--- config.mk ---
export PLATFORM = sky130hd
export DESIGN_NAME = rbpl_ram
export DESIGN_NICKNAME = d
export VERILOG_FILES = /design/src/hdl/refcounted_block_pool_lru_core_macros.svh /design/src/hdl/rbpl_ram.sv
export SDC_FILE = /design/constraint.sdc
export NUM_CORES = 2
export LEC_CHECK = 0
export BUFFER_PORTS_ARGS = -buffer_cell sky130_fd_sc_hd__buf_2
export CAP_MARGIN = 0
export CORE_UTILIZATION = 50
export CTS_CLUSTER_SIZE = 8
export DETAILED_ROUTE_END_ITERATION = 10
export PLACE_DENSITY = 0.65
export SLEW_MARGIN = 10
export SYNTH_ARGS = -nofsm -noshare
export SYNTH_HDL_FRONTEND = slang
export SYNTH_SLANG_ARGS = --single-unit
--- constraint.sdc ---
create_clock -name clk -period 5.7 [get_ports clk]
set_input_delay 0.57 -clock clk [delete_from_list [all_inputs] [get_ports clk]]
set_output_delay 0.57 -clock clk [all_outputs]
set_load 0.1 [all_outputs]
--- src/hdl/refcounted_block_pool_lru_core_macros.svh ---
// assertion macros shared by the block pool rtl
// no dependencies; included by modules that carry checks
`ifndef REFCOUNTED_BLOCK_POOL_LRU_CORE_MACROS_SVH
`define REFCOUNTED_BLOCK_POOL_LRU_CORE_MACROS_SVH
// condition in the same cycle
`define RBPL_ASSERT_IMP(lbl, ck, rn, a, c) \
  lbl: assert property (@(posedge ck) disable iff (!rn) (a) |-> (c)) \
    else $error("rbpl check failed");
// condition in the next cycle
`define RBPL_ASSERT_NEXT(lbl, ck, rn, a, c) \
  lbl: assert property (@(posedge ck) disable iff (!rn) (a) |=> (c)) \
    else $error("rbpl check failed");
`endif

--- src/hdl/rbpl_ram.sv ---
// generic simple dual-port ram, one write and one registered read port
// no dependencies
module rbpl_ram #(
  parameter int WIDTH = 8,
  parameter int DEPTH = 256
) (
  input  logic                     clk,
  input  logic                     wr_en,
  input  logic [$clog2(DEPTH)-1:0] wr_addr,
  input  logic [WIDTH-1:0]         wr_data,
  input  logic                     rd_en,
  input  logic [$clog2(DEPTH)-1:0] rd_addr,
  output logic [WIDTH-1:0]         rd_data
);
  logic [WIDTH-1:0] mem_r [DEPTH];

  always_ff @(posedge clk) begin
    if (wr_en) begin
      mem_r[wr_addr] <= wr_data;
    end
    if (rd_en) begin
      rd_data <= mem_r[rd_addr];
    end
  end
endmodule

### Word-level counts from Yosys, hierarchy flattened

Memories as Yosys holds them, arrays and structs flattened. A register that Yosys moved wholly into a read port is not among the register bits.
Index checks and enable logic that the tools add are counted.

| word-level totals | value |
|---|---|
| latch bits | 0 |
| logic and storage cells | 3 |
| memory bits (writable) | 2048 |
| register bits | 0 |
| memory bits (read-only) | 0 |
| memories | 1 |
| input port bits | 27 |
| output and inout bits | 8 |

| cells by class | value |
|---|---|
| bitwise gates (word level) | 0 |
| eq/ne operators | 0 |
| shift operators | 0 |
| reductions and logical operators | 0 |
| multiply operators | 0 |
| magnitude comparators | 0 |
| add/subtract/negate cells | 0 |
| divide/modulo/power cells | 0 |
| multiplexer cells | 2 |

Memories:

| name | words | width | read ports | clocked after Yosys merged registers in | write ports | RTL line | RTL |
|---|---|---|---|---|---|---|---|
| mem_r | 256 | 8 | 1 | 1 | 1 | rbpl_ram.sv:15 | `logic [WIDTH-1:0] mem_r [DEPTH];` |

Operators by type and width:

| kind | count |
|---|---|
| two-way mux 1 bit | 2 |

### Longest topological paths before layout

| logic depth | value |
|---|---|
| depth in word-level cells | 2 |
| mapped depth | 11 |
| mapped depth without buffers | 6 |

### Worst setup path after synthesis

OpenSTA, ideal clock, no wires.

| timing path | value |
|---|---|
| path type | input -> register |
| start point | input port rd_addr[0] |
| end point | register rd_data[2], read port of mem_r (data pin) |
| arrival | 2377 ps |
| slack | 3054 ps |
| cell stages on the path | 9 |
| path buffers | 4 |
| required time | 5431 ps |
| library setup time | 269 ps |
| cell sequence | buf_6 buf_12 buf_8 buf_2 mux4_2 a22oi_1 a21oi_1 nor4_1 nor4_2 |

RTL lines:

| what | RTL line | RTL |
|---|---|---|
| start: declaration | rbpl_ram.sv:12 | `input logic [$clog2(DEPTH)-1:0] rd_addr,` |
| end: declaration | rbpl_ram.sv:13 | `output logic [WIDTH-1:0] rd_data` |

==> impl_metrics.yaml <==
run_status:
  status: "complete, no violations"
timing:
  max_freq_mhz: 275
  setup_viol: 0
  clock-skew-final_ps: 62.2
  holdWs_ps: 136
  finalMaxSlewViolations: 0
  setup_slack_ps: 2060
  min_period_ps: 3640
  tns_ps: 0
  rsz0062_at_grt: "no"
  maxSlewHeadroom_pct: 3.85
  worst_pin_slew_ps: 1430
  hold_viol: 0
  fin_crit_sh_pct: 63.9
layout:
  final_nets: 3980
  area_growth_pct: 13.2
  final_core_util_pct: 57.0
  final_cells: 6040
  drive_gt1_share_pct: 23.7
synthesis:
  yosysTopAreaCell: "edfxtp_1"
  ys_seq_elements: 2056
  synth_top_area_share_pct: 77.5
  ys_types: 54
  ys_warn_count: 0
  synth_edf_count: 2056
  avgSynthCellArea_um2: 21.3
  synth_cells: 3733
  ys.flop_type: "edfxtp_1"
  synth.yosys.seq_area_share_pct: 77.5
  synthTopCellsByArea: "edfxtp_1 78%, mux4_2 13%, mux2i_1 1.7%, nor2_1 1.3%, a22oi_1 1.3%"
  syn_nets: 3760
  synthArstFlopShare_pct: 0
  syn-cell-area_um2: 79600
routing:
  post_drt_via_cell_ratio: 6.49
  post-route-drc-count: 0
  drt_wl_total_um: 198000
  dr_total_vias: 39224
  drt_iter0_markers: 5272
  first_pass_iters: 6
  ant_nets: 0
  wl_per_cell_um: 32.7
clock_network:
  post_cts_buffers: 0
  clk_latency_ps: 890
  clockBufferDepth: 4
  clock_sinks: 2056
  cts_hold_buf: 0
  clockRootBuffer: "clkbuf_16"
  h-tree-depth: 5
  cts_tree: "done"
  cts_buffers: 307
  cts_resized: 0
  clkTransAtPathRegs_ps: 50
die:
  row_count: 146
  ios: 35
  core_region_area_um2: 158000
  die_h_um: 401
  start_util_pct: 50.3
  dieArea_um2: 161000
  dieWidth_um: 401
min_path:
  worst_hold_path_type: "in2reg"
  hold_depth: 1
place:
  dp.cells: 5716
  numPortBuffers: 34
  hpwl_um: 119000
  finalWeightedCongestion: 0.851
  place_ws_ps: 1260
grt:
  gr-total-overflow: 0
  grt_pass1_wl_um: 286000
  antenna_found_initial: 11
  grt_start_max_net_pins: 161
  grt_usage_pct: 24.8
  grt_pass1_vias: 39701
setup_path:
  critPathCaptureType: "register"
  worstPathCellList: "buf_8 > buf_12 > buf_4 > mux4_2 > a22oi_1 > a21oi_1 > nor4_1 > nor4_1"
  crit_required_ps: 6280
  crit_cells: 8
  worst_r2r_path_depth: 5
  cp_slowest_cell: "nor4_1"
  path_buf_inv: 3
  start_kind: "input pin"
  worstPathArrival_ps: 4220
  cpMostUsedCell: "nor4_1"
  critPathTopFamily: "simple AND/OR/NAND/NOR gates"
  max_stage_delay_ps: 1180
  critPathMaxFanout: 53
  crit_type: "in2reg"
job:
  max_cap_viol_count: 0
power:
  total_leakage_power_nw: 28.0
  irDropWorstVdd_mv: 0.321
  pwr_density_cell_nw_per_um2: 375
-- cell usage after synthesis, drive strengths merged (2+ instances only) --
library cell  number
o22ai             28
edfxtp          2056
a221oi            14
nand3b             2
a31oi              2
nand2             33
and3b              2
a22o               8
nand3             34
mux2i            134
clkbuf           111
o221ai            47
mux4             456
o32ai              5
or2                4
nand2b             8
a22oi            133
o21ai             12
nor3              22
nand4             10
a21oi             96
nor2             282
buf              122
a2111oi            5
and2               6
a211oi            16
nor4              27
nor2b             31
a311oi             2
o211ai            10
o22a               5
-- sequential cells by signal, summed over array words and instances (netlist names) --
| signal | flops |
|---|---|
| mem_r | 2048 |
| rd_data | 8 |
-- kinds of logic (layout without fill, tap and decap cells) --
family,count (synthesis),in the layout,synth area share [%]
AOI/OAI and AO/OA,385,385,3.42
buffers and inverters,235,465,1.83
DFF,2056,2056,77.5
muxes,591,591,14.6
other,0,5,0
and+or+nand+nor,466,466,2.63
-- metal layers --
metal / GRT usage [%] / up-vias / wire, um
met5: 0 / - / 68
met1: 35.4 / 20789 / 79100
met4: 7.74 / 10 / 5840
li1: - / 16005 / -
met2: 38.2 / 2021 / 93300
met3: 5.84 / 399 / 19400
-- worst register-to-register path, stage by stage, from the launching register on --
cell      delay (ps)
edfxtp_1         370
mux4_2           480
a22oi_1          290
a21oi_1          230
nor4_1          1180
nor4_1           160
-- stage by stage --
| stage | cell area [um2] | power [mW] |
|---|---|---|
| 2_1_floorplan | 79600 | 17.9 |
| 3_3_place_gp | 82200 | 18.5 |
| 3_5_place_dp | 82200 | 18.6 |
| 4_1_cts | 90100 | 33.9 |
| 5_1_grt | 90100 | 34.6 |
| 6_report | 90100 | 33.8 |
-- cell type report --
class                   instances  area, um2
fillers                     11433      68100
diodes                          5       12.5
well taps                    2072       2590
inverters                       2       7.51
clock buffers                 312       7810
repair buffers                144       1340
flip-flops and latches       2056      61700
clock inverters                 7        111
multi-input cells            1442      16500
-- placed cells by master, fill, tap and decap left out, types with 6 or more instances in the layout --
| master | synthesis | routed |
|---|---|---|
| mux2i_1 | 134 | 134 |
| nor2_1 | 282 | 279 |
| nor3_1 | 22 | 22 |
| o211ai_1 | 10 | 10 |
| a211oi_1 | 16 | 16 |
| nand3_1 | 34 | 34 |
| mux4_2 | 454 | 454 |
| edfxtp_1 | 2056 | 2056 |
| a221oi_1 | 13 | 13 |
| nand2_1 | 33 | 33 |
| buf_8 | 13 | 10 |
| o21ai_0 | 10 | 10 |
| a22oi_1 | 133 | 133 |
| o221ai_1 | 46 | 46 |
| nor4_1 | 24 | 21 |
| buf_4 | 27 | 93 |
| nand4_1 | 10 | 10 |
| o22ai_1 | 28 | 28 |
| buf_12 | 8 | 19 |
| clkbuf_16 | 0 | 312 |
| nor4_2 | 3 | 6 |
| and2_1 | 6 | 6 |
| nand2b_1 | 8 | 8 |
| nor2b_1 | 31 | 28 |
| a22o_1 | 8 | 8 |
| a21oi_1 | 96 | 96 |
| buf_2 | 31 | 22 |
-- worst paths after layout --
path	from	end	slack, ps
max	rd_addr[0]	rd_data[7]$_DFFE_PP_	2060
min	wr_data[4]	mem_r[85][4]$_DFFE_PP_	140
max reg2reg	mem_r[46][7]$_DFFE_PP_	rd_data[7]$_DFFE_PP_	2690
min reg2reg	mem_r[32][5]$_DFFE_PP_	rd_data[5]$_DFFE_PP_	1160
-- where the power goes --
part	switching, mW	total (mW)	leakage (nW)	internal, mW
combinational	1.03	1.53	5.58	0.503
clock	5.87	15.5	3.90	9.61
sequential	0.0231	16.7	18.5	16.7
total	6.92	33.8	28.0	26.8
Note: power is estimated with default switching activity, not from simulation.
